--- src/rtl/core/analog_keypad_code_lock_assert.svh ---
// ----------------------------------------------------------------------------
// Keypad code lock assertion macros
// Shared concurrent-check wrappers; clocked on the rising edge, muted in reset.
// ----------------------------------------------------------------------------
`ifndef ANALOG_KEYPAD_CODE_LOCK_ASSERT_SVH
`define ANALOG_KEYPAD_CODE_LOCK_ASSERT_SVH

// Same-cycle implication.
`define ALK_ASSERT_IMPL(lbl, clk, rst_n, ante, cons, msg) \
  lbl: assert property (@(posedge clk) disable iff (!rst_n) (ante) |-> (cons)) \
    else $error(msg);

// Next-cycle implication.
`define ALK_ASSERT_NEXT(lbl, clk, rst_n, ante, cons, msg) \
  lbl: assert property (@(posedge clk) disable iff (!rst_n) (ante) |=> (cons)) \
    else $error(msg);

`endif

--- src/rtl/core/alk_pkg.sv ---
// ----------------------------------------------------------------------------
// Keypad code lock package
// Shared types, ladder tables and register codes.
// ----------------------------------------------------------------------------
package alk_pkg;

  localparam int SAMPLE_W  = 10;
  localparam int KEY_W     = 4;
  localparam int REG_W     = 16;
  localparam int CNT_W     = 3;
  localparam int KEY_BANDS = 16;

  // Press tracking phase; confirm is transient and behaves as idle.
  typedef enum logic [1:0] {
    PH_IDLE    = 2'd0,
    PH_SETTLE  = 2'd1,
    PH_CONFIRM = 2'd2,
    PH_RELEASE = 2'd3
  } phase_t;

  // Configuration register indexes
  localparam logic REG_CODE_DIGITS    = 1'b0;
  localparam logic REG_SETTLE_SAMPLES = 1'b1;

  localparam logic [REG_W-1:0] CODE_RESET   = 16'h1597;
  localparam logic [REG_W-1:0] SETTLE_RESET = 16'd50;

  // Ladder thresholds; band i lies strictly between edge i and edge i+1.
  localparam logic [SAMPLE_W:0] BAND_EDGE [0:KEY_BANDS] = '{
    11'd118, 11'd170, 11'd220, 11'd272, 11'd320, 11'd370, 11'd422, 11'd475,
    11'd526, 11'd578, 11'd629, 11'd686, 11'd741, 11'd801, 11'd862, 11'd897,
    11'd1024
  };

  // Key value per band
  localparam logic [KEY_W-1:0] BAND_KEY [0:KEY_BANDS-1] = '{
    4'd1, 4'd4, 4'd7, 4'd10, 4'd2, 4'd5, 4'd8, 4'd0,
    4'd3, 4'd6, 4'd9, 4'd11, 4'd15, 4'd14, 4'd13, 4'd12
  };

  localparam logic [KEY_W-1:0] MAX_DIGIT = 4'd9;

  typedef struct packed {
    logic             hit;
    logic [KEY_W-1:0] band;
  } band_t;

  typedef struct packed {
    logic             valid;
    logic [KEY_W-1:0] code;
  } key_evt_t;

  typedef struct packed {
    logic             done;
    logic             correct;
    logic [CNT_W-1:0] count;
  } entry_t;

endpackage

--- src/rtl/core/alk_band.sv ---
// ----------------------------------------------------------------------------
// Keypad code lock band decoder
// Parallel strict-window compares of one sample against the ladder edges.
// ----------------------------------------------------------------------------
module alk_band (
  input  logic [alk_pkg::SAMPLE_W-1:0] sample,
  output alk_pkg::band_t               band
);
  import alk_pkg::*;

  logic [SAMPLE_W:0] s_ext;

  assign s_ext = {1'b0, sample};

  // Windows are disjoint, so at most one compare hits.
  always_comb begin
    band = '0;
    for (int i = KEY_BANDS - 1; i >= 0; i--) begin
      if (s_ext > BAND_EDGE[i] && s_ext < BAND_EDGE[i+1]) begin
        band.hit  = 1'b1;
        band.band = KEY_W'(i);
      end
    end
  end

endmodule

--- src/rtl/core/alk_press.sv ---
// ----------------------------------------------------------------------------
// Keypad code lock press tracker
// Settle, confirm and release sequencing; reports a key on release.
// ----------------------------------------------------------------------------
module alk_press (
  input  logic                          clk,
  input  logic                          rst_n,
  input  logic                          advance,
  input  logic [alk_pkg::SAMPLE_W-1:0]  sample,
  input  alk_pkg::band_t                band,
  input  logic [alk_pkg::REG_W-1:0]     settle_samples,
  output alk_pkg::key_evt_t             key_evt
);
  import alk_pkg::*;

  localparam logic [SAMPLE_W-1:0] RELEASE_LEVEL = BAND_EDGE[0][SAMPLE_W-1:0];

  phase_t           phase_r, phase_nxt;
  logic [KEY_W-1:0] first_band_r, first_band_nxt;
  logic [REG_W-1:0] settle_count_r, settle_count_nxt;

  always_ff @(posedge clk) begin
    if (!rst_n) begin
      phase_r        <= PH_IDLE;
      first_band_r   <= '0;
      settle_count_r <= '0;
    end else if (advance) begin
      phase_r        <= phase_nxt;
      first_band_r   <= first_band_nxt;
      settle_count_r <= settle_count_nxt;
    end
  end

  always_comb begin
    phase_nxt        = phase_r;
    first_band_nxt   = first_band_r;
    settle_count_nxt = settle_count_r;
    key_evt.valid    = 1'b0;
    key_evt.code     = BAND_KEY[first_band_r];
    unique case (phase_r)
      PH_SETTLE: begin
        if (settle_count_r >= settle_samples) begin
          // this sample confirms or drops the press
          if (band.hit && band.band == first_band_r) begin
            phase_nxt = PH_RELEASE;
          end else begin
            phase_nxt = PH_IDLE;
          end
        end else begin
          settle_count_nxt = settle_count_r + 1'b1;
        end
      end
      PH_RELEASE: begin
        if (sample <= RELEASE_LEVEL) begin
          phase_nxt     = PH_IDLE;
          key_evt.valid = 1'b1;
        end
      end
      default: begin
        phase_nxt = PH_IDLE;
        if (band.hit) begin
          first_band_nxt   = band.band;
          settle_count_nxt = '0;
          phase_nxt        = PH_SETTLE;
        end
      end
    endcase
  end

endmodule

--- src/rtl/core/alk_entry.sv ---
// ----------------------------------------------------------------------------
// Keypad code lock entry collector
// Stores digit keys and compares a full entry with the configured code.
// ----------------------------------------------------------------------------
module alk_entry #(
  parameter int CODE_LENGTH = 4
) (
  input  logic                       clk,
  input  logic                       rst_n,
  input  logic                       advance,
  input  alk_pkg::key_evt_t          key_evt,
  input  logic [alk_pkg::REG_W-1:0]  code_digits,
  output alk_pkg::entry_t            entry
);
  import alk_pkg::*;

  localparam int POS_W = (CODE_LENGTH > 1) ? $clog2(CODE_LENGTH) : 1;
  localparam logic [CNT_W:0] LEN = (CNT_W + 1)'(CODE_LENGTH);

  logic [CNT_W-1:0]   digit_count_r, digit_count_nxt;
  logic [KEY_W-1:0]   digits_r [CODE_LENGTH];
  logic               is_digit;
  logic [CNT_W-1:0]   pos;
  logic [CNT_W:0]     pos_inc;
  logic               done;
  logic [KEY_W-1:0]   want  [CODE_LENGTH];
  logic [CODE_LENGTH-1:0] match;

  assign is_digit = key_evt.valid && (key_evt.code <= MAX_DIGIT);
  assign pos      = ({1'b0, digit_count_r} >= LEN) ? '0 : digit_count_r;
  assign pos_inc  = {1'b0, pos} + 1'b1;
  assign done     = is_digit && (pos_inc >= LEN);

  // Expected digit per position; nibbles past the register read as zero.
  for (genvar i = 0; i < CODE_LENGTH; i++) begin : g_cmp
    localparam int Sh = 4 * (CODE_LENGTH - 1 - i);
    if (Sh < REG_W) begin : g_in
      assign want[i] = code_digits[Sh +: KEY_W];
    end else begin : g_out
      assign want[i] = '0;
    end
    // the digit being written now takes part in the compare
    assign match[i] = ((pos == CNT_W'(i)) ? key_evt.code : digits_r[i]) == want[i];
  end

  always_comb begin
    digit_count_nxt = digit_count_r;
    if (is_digit) begin
      digit_count_nxt = done ? '0 : pos_inc[CNT_W-1:0];
    end
  end

  assign entry.done    = done;
  assign entry.correct = done && (&match);
  assign entry.count   = digit_count_nxt;

  always_ff @(posedge clk) begin
    if (!rst_n) begin
      digit_count_r <= '0;
    end else if (advance) begin
      digit_count_r <= digit_count_nxt;
    end
  end

  always_ff @(posedge clk) begin
    if (advance && is_digit) begin
      digits_r[pos[POS_W-1:0]] <= key_evt.code;
    end
  end

endmodule

--- src/rtl/core/analog_keypad_code_lock.sv ---
// ----------------------------------------------------------------------------
// Analog keypad code lock
// Resistor-ladder keypad decoder with debounce and four-digit code check.
// ----------------------------------------------------------------------------
//
//  Channel | Ports                                  | Moves
//  --------+----------------------------------------+---------------------------
//  in      | in_valid, in_stall, in_adc_sample      | one ADC sample per request
//  out     | out_valid, out_stall, out_key_* ...    | one result per request
//  cfg     | cfg_we, cfg_index, cfg_wdata           | register write, no wait
//
//  One request per cycle sustained while out_stall is low: the sample lands
//  in the input register, band decode plus the press and entry update are
//  combinational, and the result register takes it and raises out_valid.
//  Synchronous active-low reset clears phase, counters and both valid flags;
//  config registers return to code 0x1597 and settle count 50.
//  A stalled result holds; the input register still takes a request while
//  the result waits, and in_stall rises only when both registers are full
//  and out_stall is high.
// ----------------------------------------------------------------------------
module analog_keypad_code_lock #(
  parameter int CODE_LENGTH = 4
) (
  input  logic                          clk,
  input  logic                          rst_n,
  // sample request
  input  logic                          in_valid,
  output logic                          in_stall,
  input  logic [alk_pkg::SAMPLE_W-1:0]  in_adc_sample,
  // result
  output logic                          out_valid,
  input  logic                          out_stall,
  output logic                          out_key_valid,
  output logic [alk_pkg::KEY_W-1:0]     out_key_code,
  output logic [alk_pkg::CNT_W-1:0]     out_digits_entered,
  output logic                          out_code_done,
  output logic                          out_code_correct,
  // configuration
  input  logic                          cfg_we,
  input  logic                          cfg_index,
  input  logic [alk_pkg::REG_W-1:0]     cfg_wdata
);
  import alk_pkg::*;

  // config registers
  logic [REG_W-1:0]    code_digits_r;
  logic [REG_W-1:0]    settle_samples_r;

  // input stage
  logic                in_full_r;
  logic [SAMPLE_W-1:0] in_sample_r;

  // result stage
  logic                out_valid_r;
  logic                out_key_valid_r;
  logic [KEY_W-1:0]    out_key_code_r;
  logic [CNT_W-1:0]    out_digits_entered_r;
  logic                out_code_done_r;
  logic                out_code_correct_r;

  logic                advance;
  logic                in_take;
  band_t               band;
  key_evt_t            key_evt;
  entry_t              entry;

  // The held sample moves on whenever the result slot is free or draining.
  assign advance  = in_full_r && (!out_valid_r || !out_stall);
  assign in_stall = in_full_r && !advance;
  assign in_take  = in_valid && !in_stall;

  // Config writes: the one-bit index selects one of the two registers.
  always_ff @(posedge clk) begin
    if (!rst_n) begin
      code_digits_r    <= CODE_RESET;
      settle_samples_r <= SETTLE_RESET;
    end else if (cfg_we) begin
      unique case (cfg_index)
        REG_CODE_DIGITS:    code_digits_r    <= cfg_wdata;
        REG_SETTLE_SAMPLES: settle_samples_r <= cfg_wdata;
        default: ;
      endcase
    end
  end

  // Input register
  always_ff @(posedge clk) begin
    if (!rst_n) begin
      in_full_r <= 1'b0;
    end else if (in_take) begin
      in_full_r <= 1'b1;
    end else if (advance) begin
      in_full_r <= 1'b0;
    end
  end

  always_ff @(posedge clk) begin
    if (in_take) begin
      in_sample_r <= in_adc_sample;
    end
  end

  // Single-pass datapath: band decode -> press tracker -> entry collector
  alk_band u_band (
    .sample (in_sample_r),
    .band   (band)
  );

  alk_press u_press (
    .clk            (clk),
    .rst_n          (rst_n),
    .advance        (advance),
    .sample         (in_sample_r),
    .band           (band),
    .settle_samples (settle_samples_r),
    .key_evt        (key_evt)
  );

  alk_entry #(
    .CODE_LENGTH (CODE_LENGTH)
  ) u_entry (
    .clk         (clk),
    .rst_n       (rst_n),
    .advance     (advance),
    .key_evt     (key_evt),
    .code_digits (code_digits_r),
    .entry       (entry)
  );

  // Result register
  always_ff @(posedge clk) begin
    if (!rst_n) begin
      out_valid_r <= 1'b0;
    end else if (advance) begin
      out_valid_r <= 1'b1;
    end else if (!out_stall) begin
      out_valid_r <= 1'b0;
    end
  end

  always_ff @(posedge clk) begin
    if (advance) begin
      out_key_valid_r      <= key_evt.valid;
      out_key_code_r       <= key_evt.valid ? key_evt.code : '0;  // zero when no key
      out_digits_entered_r <= entry.count;
      out_code_done_r      <= entry.done;
      out_code_correct_r   <= entry.correct;
    end
  end

  assign out_valid          = out_valid_r;
  assign out_key_valid      = out_key_valid_r;
  assign out_key_code       = out_key_code_r;
  assign out_digits_entered = out_digits_entered_r;
  assign out_code_done      = out_code_done_r;
  assign out_code_correct   = out_code_correct_r;

  // Checks
  `include "analog_keypad_code_lock_assert.svh"

  `ALK_ASSERT_IMPL(a_done_has_key, clk, rst_n,
                   out_valid_r && out_code_done_r,
                   out_key_valid_r && out_digits_entered_r == '0,
                   "code_done without a key or with digits left")
  `ALK_ASSERT_IMPL(a_correct_needs_done, clk, rst_n,
                   out_valid_r && out_code_correct_r, out_code_done_r,
                   "code_correct without code_done")
  `ALK_ASSERT_IMPL(a_count_in_range, clk, rst_n, out_valid_r,
                   {1'b0, out_digits_entered_r} < (CNT_W + 1)'(CODE_LENGTH),
                   "digit count reached the code length")
  `ALK_ASSERT_NEXT(a_advance_fills_out, clk, rst_n, advance, out_valid_r,
                   "advanced request did not reach the result register")

endmodule

--- config.mk ---
export PLATFORM = sky130hd
export DESIGN_NAME = analog_keypad_code_lock
export DESIGN_NICKNAME = d
export VERILOG_FILES = /design/src/rtl/core/alk_pkg.sv /design/src/rtl/core/alk_band.sv /design/src/rtl/core/alk_press.sv /design/src/rtl/core/alk_entry.sv /design/src/rtl/core/analog_keypad_code_lock.sv
export VERILOG_INCLUDE_DIRS = /design/src /design/src/rtl/core
export SDC_FILE = /design/constraint.sdc
export NUM_CORES = 1
export LEC_CHECK = 0
export ABC_AREA = 1
export BUFFER_PORTS_ARGS = -buffer_cell sky130_fd_sc_hd__buf_2
export CORE_UTILIZATION = 50
export CTS_BUF_LIST = sky130_fd_sc_hd__clkbuf_8
export DETAILED_ROUTE_END_ITERATION = 6
export GPL_ROUTABILITY_DRIVEN = 0
export PLACE_DENSITY = 0.68
export SETUP_SLACK_MARGIN = 0.2
export SLEW_MARGIN = 30
export SYNTH_ARGS = -nofsm -noshare
export SYNTH_HDL_FRONTEND = slang
export SYNTH_SLANG_ARGS = --single-unit
--- constraint.sdc ---
create_clock -name clk -period 2.78 [get_ports clk]
set_input_delay 0.556 -clock clk [delete_from_list [all_inputs] [get_ports clk]]
set_output_delay 0.556 -clock clk [all_outputs]
set_load 0.05 [all_outputs]
# Word level (Yosys, flattened, before mapping)
# Memories as Yosys holds them, arrays and structs flattened.
# Index checks and enable logic that the tools add are counted.
# Widths: inputs -> output; s select.
[totals] regBits=79 in_bits=32 n_memories=2 ram_bits=16 word_cells=154 rom_bits=64
[mem_list] name="(no name shown)" words=16 width=4 read_ports=1 rd_ports_with_merged_regs=0 write_ports=0 line="alk_press.sv:39" text="key_evt.code = BAND_KEY[first_band_r];"
[mem_list] name="u_entry.digits_r" words=4 width=4 read_ports=4 rd_ports_with_merged_regs=0 write_ports=1 line="alk_entry.sv:21" text="logic [KEY_W-1:0] digits_r [CODE_LENGTH];"
[classes] n_mux=41 bitwise=4 add_sub_neg=2 n_reduce_logical=39 eq_ne=14 order_cmp=38
[ops] op="$gt 10x10->1 const B" n=8
[ops] op="$lt 10x10->1 const B" n=8
[ops] op="$mux 5" n=16
[ops] op="$gt 10x9->1 const B" n=5
[ops] op="$lt 10x9->1 const B" n=5
[ops] op="$mux 16" n=2
[ops] op="$pmux 16 s2" n=1
[ops] op="$logic_and 1x1->1" n=24
[ops] op="$mux 4" n=6
[ops] op="$eq 4x4->1" n=5
[ops] op="$gt 10x8->1 const B" n=2
[ops] op="$lt 10x8->1 const B" n=2
[ops] op="$add 16x1->16 const B" n=1
[ops] op="$ge 16x16->1" n=1
[ops] op="$lt 10x11->1 const B" n=1
[ops] op="$gt 10x7->1 const B" n=1
[ops] op="$le 10x7->1 const B" n=1
[ops] op="$mux 1" n=9
[ops] op="$mux 3" n=3
[ops] op="$reduce_and 4->1" n=2
[ops] op="$eq 3x2->1 const B" n=2
[ops] op="$mux 2" n=3
[ops] op="$ne 2x1->1 const B" n=3
[ops] op="$reduce_and 3->1" n=2
[ops] op="other kinds (18)" n=25

# Depth between registers and ports, before layout
# Gate-level depths: netlist of run 1.
[logic_depth] ltp_word=23 depth_mapped=17

# Modules after synthesis
# A second synthesis of run 1 with hierarchy kept.
[hier_totals] cells_unflattened=911 area_unflattened_um2=6173.4
[by_module_without_submodules] module="alk_press" area_each_um2=2035.7 seq_area_each_um2=440.4 n_inst=1 cells_each=323
[by_module_without_submodules] module="analog_keypad_code_lock" area_each_um2=1953.1 seq_area_each_um2=1281.2 n_inst=1 cells_each=199
[by_module_without_submodules] module="alk_entry" area_each_um2=1253.7 seq_area_each_um2=540.5 n_inst=1 cells_each=174
[by_module_without_submodules] module="alk_band" area_each_um2=930.9 seq_area_each_um2=0.0 n_inst=1 cells_each=215

# Worst setup path after synthesis of run 1
# OpenSTA, ideal clock, no wires.
[synth_timing] path_kind="reg-to-reg" start="reg in_sample_r[8]" end="mem u_entry.digits_r[2][0], enable pin" setup_slack_ns=0.599 stages_incl_launch_ff=11 n_path_buf=1 t_required_ns=2.451 t_arrival_ns=1.852 cell_sequence="edfxtp_1 -> buf_2 -> nor2_1 -> inv_1 -> nor2_1 -> nand3_1 -> a21oi_1 -> inv_1 -> a21oi_2 -> nand2_1 -> nor2_1"
[synth_lines] element="start: declaration" line="analog_keypad_code_lock.sv:51" text="logic [SAMPLE_W-1:0] in_sample_r;"
[synth_lines] element="start signal: assignment" line="analog_keypad_code_lock.sv:99" text="in_sample_r <= in_adc_sample;"
[synth_lines] element="end: declaration" line="alk_entry.sv:21"

# Final worst setup path of run 1
[layout_timing] start="reg in_sample_r[0]" end="reg u_press.settle_count_r[8]"
[layout_via] elab_chain_cells=20 word_cells_on_any_way=66
[layout_lines] element="$lt 10x11->1 or $gt 10x10->1 (tied branches)" line="alk_band.sv:19" text="if (s_ext > BAND_EDGE[i] && s_ext < BAND_EDGE[i+1]) begin"
[layout_lines] element="$logic_and 1x1->1" line="alk_band.sv:19"
[layout_lines] element="$mux 5 (15 in series)" line="alk_band.sv:19"
[layout_lines] element="$mux 5 (*)" line="alk_band.sv:19"
[layout_lines] element="$reduce_bool 2->1 (no source line) (*)"
[layout_lines] element="$reduce_and 4->1 (no source line) (*)"
[layout_lines] element="end signal: assignment" line="alk_press.sv:30" text="settle_count_r <= settle_count_nxt;"
[layout_lines] element="end: declaration" line="alk_press.sv:20" text="logic [REG_W-1:0] settle_count_r, settle_count_nxt;"
# Every way passes the cells marked *; elsewhere a longest branch is shown, timed or not.
# A chain may end at the register's enable or synchronous reset.

==> impl_metrics.toml, run 1 <==
[status]
status = "finished with violations"
violations = "design-rule violations"

[logic_synthesis]
syn_area_mm2 = 0.005660
synth_seq_area_share_pct = 39.96
netlist_instances = 795
synth_fp_nets = 853
synth_compound_area_share_pct = 11.78
synth_top_family_by_area = "simple AND/OR/NAND/NOR gates"
synth_flop_cell = "dfxtp_1"
synth-edff-count = 36
ys_types = 36
synth_area_per_cell_um2 = 7.120
yosysWarnings = 0
synth_seq_cells = 95
synthAdderAreaFrac_pct = 5.747
synth-simple-area-share_pct = 31.01
synthArstFlopShare_pct = 0
synth.mux.area_fraction_pct = 0
synthXorXnorAreaFrac_pct = 3.249

[die]
die_y_um = 108.4
dieArea_mm2 = 0.01175
die_w_um = 108.4
core-area_mm2 = 0.01094
num_rows = 38
initial_core_util_pct = 51.76
ios = 44

[critical_path]
cp_max_fo = 15
startpoint = "in_sample_r[0]$_DFFE_PP_"
critPathKind = "register to register"
endpoint = "u_press.settle_count_r[8]$_SDFFE_PN0P_"
worstPathRequired_ps = 3030
cp.arrival_ps = 2710
timing.rr.start = "in_sample_r[0]$_DFFE_PP_"
crit_path_end_kind = "register"
regToRegEndpoint = "u_press.settle_count_r[8]$_SDFFE_PN0P_"
rr_worst_depth = 13
worst_setup_path_start_kind = "register"
r2r_setup_slack_ps = 320

[timing]
worst_pin_slew_ps = 732.6
hold_viol = 0
slew_headroom_pct = 51.04
skew_ps = 10.65
rsz0062_at_grt = "false"
setup_tns_ps = 0
finalCritPeriodShare_pct = 88.67
finalCriticalPeriod_ps = 2465
maxSlewViolCount = 0
setup_viol_count_final = 0
max_freq_mhz = 405.7

[pwr]
p_sw_share_pct = 29.57
total_leakage_power_nw = 2.738
internal-power_w = 0.002213
power.switching_w = 0.0009292
ir_worst_vdd_uv = 304.0
clkPwrFrac_pct = 34.3
p_total_w = 0.003142
cellPowerDensity_mw_per_mm2 = 491.7
power_frac_seq_pct = 49.5
power_frac_comb_pct = 16.2

[detailed_routing]
dr.pass1.iters = 7
num_vias = 5504
drc_errors = 15
drt-initial-drc-count = 483
wl_per_cell_um = 14.85
routed_via_density = 5.548
drt_wl_total_um = 14730
antenna_left = 0

[final_layout]
n_antenna_cell = 0
nNetsFinal = 905
fin_util_pct = 58.44
syn2layout_area_growth_pct = 12.91
final_cells = 992
final_layout_size_suffix_gt1_share_pct = 12.44

[clock_network]
cts_root_buf = "clkbuf_8"
h-tree-depth = 3
cts_tree = "done"
cts-buffers-inserted = 9
clk_pin_slew_worst_paths_ps = 100
hold_buffers = 0
clock_path_buffers = 2
cts_sinks = 95
clkLatencyLatePin_ps = 390

[grt]
grt.total_usage_pct = 25.85
gr-usage-met2_pct = 44.08
grt-ovfl-total = 0
top_usage_layer = "met2"
grt_pass1_vias = 5016
use_met3_pct = 4.461
grt_first_pass_wirelength_um = 23470
grt_max_degree = 38
grtUsageMet1_pct = 31.48
grt_antenna_before_repair = 0

[placed_design]
hpwl_um = 10830
dp_cells = 962
io_buffers = 43

[worst_hold_path]
hold_start = "in_adc_sample[2]"
hold_class = "input port to register"

[flow_run]
max_cap_viol_count = 0
state kept, by name, summed over array words and instances, names as in the netlist:
register,cells
u_press.first_band_r,4
out_code_done,1
out_key_code,4
u_entry.digits_r,16
code_digits_r,16
u_press.phase_r,2
settle_samples_r,16
out_code_correct,1
out_key_valid,1
in_full_r,1
out_valid,1
in_sample_r,10
u_entry.digit_count_r,3
u_press.settle_count_r,16
out_digits_entered,3
worst max-delay path, stage by stage, from the launching register on:
cell	delay (ps)
edfxtp_1	520
nor2_1	420
nand4_1	160
nor2_1	140
nor2_1	80
nand2_1	60
nand2_1	60
nor2_1	190
nand2_1	90
nor2_2	150
nand2_2	90
buf_4	220
nand4_1	90
a21oi_1	70
layout by cell type, fill, tap and decap left out, types with 2 or more instances in the layout:
cell type and count:
o21bai_1 2, nor2_2 12, nand2_1 169, xnor2_1 6, nand2_2 3, nor2_4 3, xor2_1 15, nor3b_1 2
nand3_1 61, a211oi_1 3, a21oi_1 47, bufinv_16 2, edfxtp_1 36, inv_2 3, buf_2 43, buf_4 20
dfxtp_1 59, inv_1 92, nand3b_1 2, nor4_1 3, nor3_1 10, o211ai_1 5, ha_1 26, nand4_1 31
nor2_1 108, inv_6 2, clkbuf_8 10, o21ai_1 6, o21ai_0 58
through the flow:
stage | area [um^2] | setup WS (ps) | hold WS (ps)
floorplan | 5660 | 598.9 | 435.4
global placement | 6005 | 288.6 | 454.0
detailed placement | 6005 | 91.85 | 461.4
CTS | 6255 | 243.2 | 322.0
global route | 6391 | 174.6 | 327.7
finish | 6391 | 315.1 | 332.7
worst min-delay path by stage:
stage / to / slack, ps / cells after the start
5_1_grt: in_sample_r[2]$_DFFE_PP_ / 330 / 1
6_report: in_sample_r[2]$_DFFE_PP_ / 330 / 1
3_3_place_gp: settle_samples_r[7]$_SDFFE_PN0P_ / 450 / 2
2_1_floorplan: settle_samples_r[2]$_SDFFE_PN0P_ / 440 / 2
4_1_cts: in_sample_r[2]$_DFFE_PP_ / 320 / 1
3_5_place_dp: settle_samples_r[7]$_SDFFE_PN0P_ / 460 / 2
repair_timing:
| item | 4_1_cts | 5_1_grt |
|---|---|---|
| buffers inserted | 0 | 14 |
| cloned | 0 | 0 |
| endpoints found under the setup margin | 16 | 39 |
| resized for setup | 6 | 10 |
| endpoints found under the hold margin | 0 | 0 |
metal layers:
layer | vias to the layer above | share of wire (%)
met2 | 223 | 48
li1 | 2730 | -
met5 | - | 0
met1 | 2498 | 42
met3 | 53 | 6.0
met4 | 0 | 3.7
final cells by class:
| cell class | instances | area [um^2] |
|---|---|---|
| timing repair buffer | 64 | 370.4 |
| tap | 140 | 175.2 |
| fill | 1028 | 4544 |
| clock inverter | 6 | 97.59 |
| multi-input combinational | 581 | 2988 |
| inverter | 96 | 360.3 |
| sequential | 95 | 2262 |
| clock buffer | 10 | 137.6 |
logic make-up after synthesis:
logic type               Yosys count
AND/OR/NAND/NOR                  407
AO/OA/AOI/OAI                    126
buffers and inverters            119
flip-flops                        95
adder cells (fa/ha/maj)           26
XOR/XNOR                          21
other                              1
synth_stat cells, types with 2 or more instances:
library cell	instances	area, um^2
nand4_1	31	193.9
nor4_1	3	18.77
nand3_1	61	305.3
nor3_1	10	50.05
inv_2	2	7.510
edfxtp_1	36	1081
dfxtp_1	59	1181
xnor2_1	6	52.55
o21bai_1	2	15.01
buf_2	7	35.03
a211oi_1	3	22.52
nor2_1	117	439.2
o21ai_0	58	290.3
o21ai_1	6	30.03
nor2_2	6	37.54
nor3b_1	2	15.01
clkbuf_1	14	52.55
xor2_1	15	131.4
inv_1	93	349.1
o211ai_1	5	37.54
nand2_1	170	638.1
ha_1	26	325.3
a21oi_1	48	240.2
nand2_2	2	12.51
nand3b_1	2	15.01
power by group through the flow:
| stage | Combinational [W] | Clock [W] | Sequential (W) |
|---|---|---|---|
| 2_1_floorplan | 0.000323 | 0 | 0.00159 |
| 3_3_place_gp | 0.000460 | 0 | 0.00159 |
| 3_5_place_dp | 0.000472 | 0 | 0.00159 |
| 4_1_cts | 0.000476 | 0.00109 | 0.00156 |
| 5_1_grt | 0.000569 | 0.00116 | 0.00156 |
| 6_report | 0.000511 | 0.00108 | 0.00156 |
Note: power is estimated with default switching activity, not from simulation.
==> inputs of run 2 (changes only) <==
Settings changed: BUFFER_PORTS_ARGS -buffer_cell sky130_fd_sc_hd__buf_2 to -buffer_cell sky130_fd_sc_hd__buf_4.
==> run 2 against run 1 <==
Compared with the run above:
- maximum frequency is 2.6% lower
- worst setup slack worse by 66 ps
- sequential cell count stayed put
- combinational power is 2% higher
- clock skew is 4.8 ps higher
- highest routed layer unchanged
- die area stayed put
- the flow now finishes without violations
- count of clock-buffer cells in the layout is 1 lower
- clock power is 5% lower
- via count is 0.44% higher
- worst hold slack better by 3.6 ps
- core utilization is 0.95 points higher
==> impl_metrics.toml, run 2 (same netlist as run 1, synthesis figures left out) <==
[timing]
max_freq_mhz = 395.1
worst_pin_slew_ps = 707.7
hold_viol = 0
setup_viol_count_final = 0
slew_headroom_pct = 52.77
finalCritPeriodShare_pct = 91.05
skew_ps = 15.44
maxSlewViolCount = 0
setup_tns_ps = 0
rsz0062_at_grt = "false"
finalCriticalPeriod_ps = 2531

[die]
dieArea_mm2 = 0.01175
num_rows = 38
ios = 44
core-area_mm2 = 0.01094
die_y_um = 108.4
die_w_um = 108.4
initial_core_util_pct = 51.76

[detailed_routing]
routed_via_density = 5.567
drt-initial-drc-count = 477
dr.pass1.iters = 5
antenna_left = 0
drc_errors = 0
drt_wl_total_um = 14960
num_vias = 5528
wl_per_cell_um = 15.07

[clock_network]
clock_path_buffers = 2
cts_root_buf = "clkbuf_8"
cts_tree = "done"
clk_pin_slew_worst_paths_ps = 100
cts_sinks = 95
h-tree-depth = 3
cts-buffers-inserted = 9
clkLatencyLatePin_ps = 390

[final_layout]
final_cells = 993
final_layout_size_suffix_gt1_share_pct = 12.08
n_antenna_cell = 0
nNetsFinal = 906
final_cell_mix = "nand2_1 (169), nor2_1 (110), inv_1 (93), buf_4 (62), nand3_1 (61)"
mostFrequentLayoutCell = "nand2_1"
syn2layout_area_growth_pct = 14.74
fillers = 995

[critical_path]
critPathKind = "register to register"
worstPathRequired_ps = 3070
cp.arrival_ps = 2820
cp_max_fo = 17
timing.rr.start = "in_sample_r[0]$_DFFE_PP_"
worst_setup_path_start_kind = "register"
crit_path_end_kind = "register"
startpoint = "in_sample_r[0]$_DFFE_PP_"

[pwr]
total_leakage_power_nw = 2.785
ir_worst_vdd_uv = 303.6
cellPowerDensity_mw_per_mm2 = 478.4

[grt]
grt_pass1_vias = 4965
grt_antenna_before_repair = 0
grt_max_degree = 39
grt_first_pass_wirelength_um = 23420
grt-ovfl-total = 0
grt.total_usage_pct = 25.74

[placed_design]
io_buffers = 43
dp_cells = 962
hpwl_um = 10760

[flow_run]
max_cap_viol_count = 0

[worst_hold_path]
hold_start = "in_adc_sample[7]"
hold_class = "input port to register"

[status]
status = "complete, no violations"
-- run 2: changes by cell type in the layout (fill, tap and decap cells not counted), sizes merged --
cell / previous run / this run
clkinv: 2 / 3
-- run 2: worst max-delay path, cell delays in order (launching register included) --
cell and delay [ps]:
edfxtp_1 540, nor2_1 440, nand4_1 170, nor2_1 200, nor2_1 80, nand2_1 60
nand2_1 60, nor2_1 180, nand2_1 90, nor2_2 150, nand2_2 90, nand3_4 190
nand2_1 70, o21ai_0 70, nor2_1 60
-- run 2: layout make-up --
cell class | count | area [um^2] | area share, %
clock inverter | 7 | 95.09 | 1.464
tap | 140 | 175.2 | 2.697
multi-input combinational | 581 | 2992 | 46.06
sequential | 95 | 2262 | 34.83
timing repair buffer | 65 | 486.7 | 7.494
clock buffer | 9 | 123.9 | 1.907
inverter | 96 | 360.3 | 5.548
-- run 2: path summary, 6_finish.rpt --
check                                           endpoint  slack, ps  depth (start not counted)
setup reg to reg  u_press.settle_count_r[1]$_SDFFE_PN0P_        250                         14
hold reg to reg        settle_samples_r[14]$_SDFFE_PN0P_        480                          2
setup / recovery  u_press.settle_count_r[1]$_SDFFE_PN0P_        250                         14
hold / removal                  in_sample_r[7]$_DFFE_PP_        340                          1
-- run 2: stage by stage --
step / power [W] / cell area [um^2] / worst slack [ps] / util, % / hold slack, ps
2_1_floorplan: 0.001911 / 5660 / 598.9 / - / 435.4
3_3_place_gp: 0.002063 / 6112 / 298.4 / 55.89 / 460.4
3_5_place_dp: 0.002075 / 6112 / 102.2 / 55.89 / 465.9
4_1_cts: 0.003089 / 6349 / 220.9 / 58.05 / 321.1
5_1_grt: 0.003235 / 6495 / 62.15 / 59.39 / 331.5
6_report: 0.003107 / 6495 / 248.8 / 59.39 / 336.3
-- run 2: metal layers --
layer  up-vias  track usage, %  wire [um]
met1      2512           31.65       6264
met3        65           3.376        871
met5         -               0          0
li1       2730               -          -
met2       221           44.30       7226
met4         0           12.36        597
-- run 2: repair_timing --
| action | 4_1_cts | 5_1_grt |
|---|---|---|
| pin swaps | 0 | 1 |
| buffers inserted | 0 | 15 |
| endpoints found under the setup margin | 16 | 41 |
| hold buffers | 0 | 0 |
| hold endpoints to repair | 0 | 0 |
| gates resized for setup | 6 | 11 |
-- run 2: where the power goes --
part	leakage, nW	switching, W	total, W	internal, W
registers	0.822	0.0000489	0.00156	0.00151
clock network	0.115	0.000517	0.00103	0.000510
logic	1.85	0.000349	0.000523	0.000174
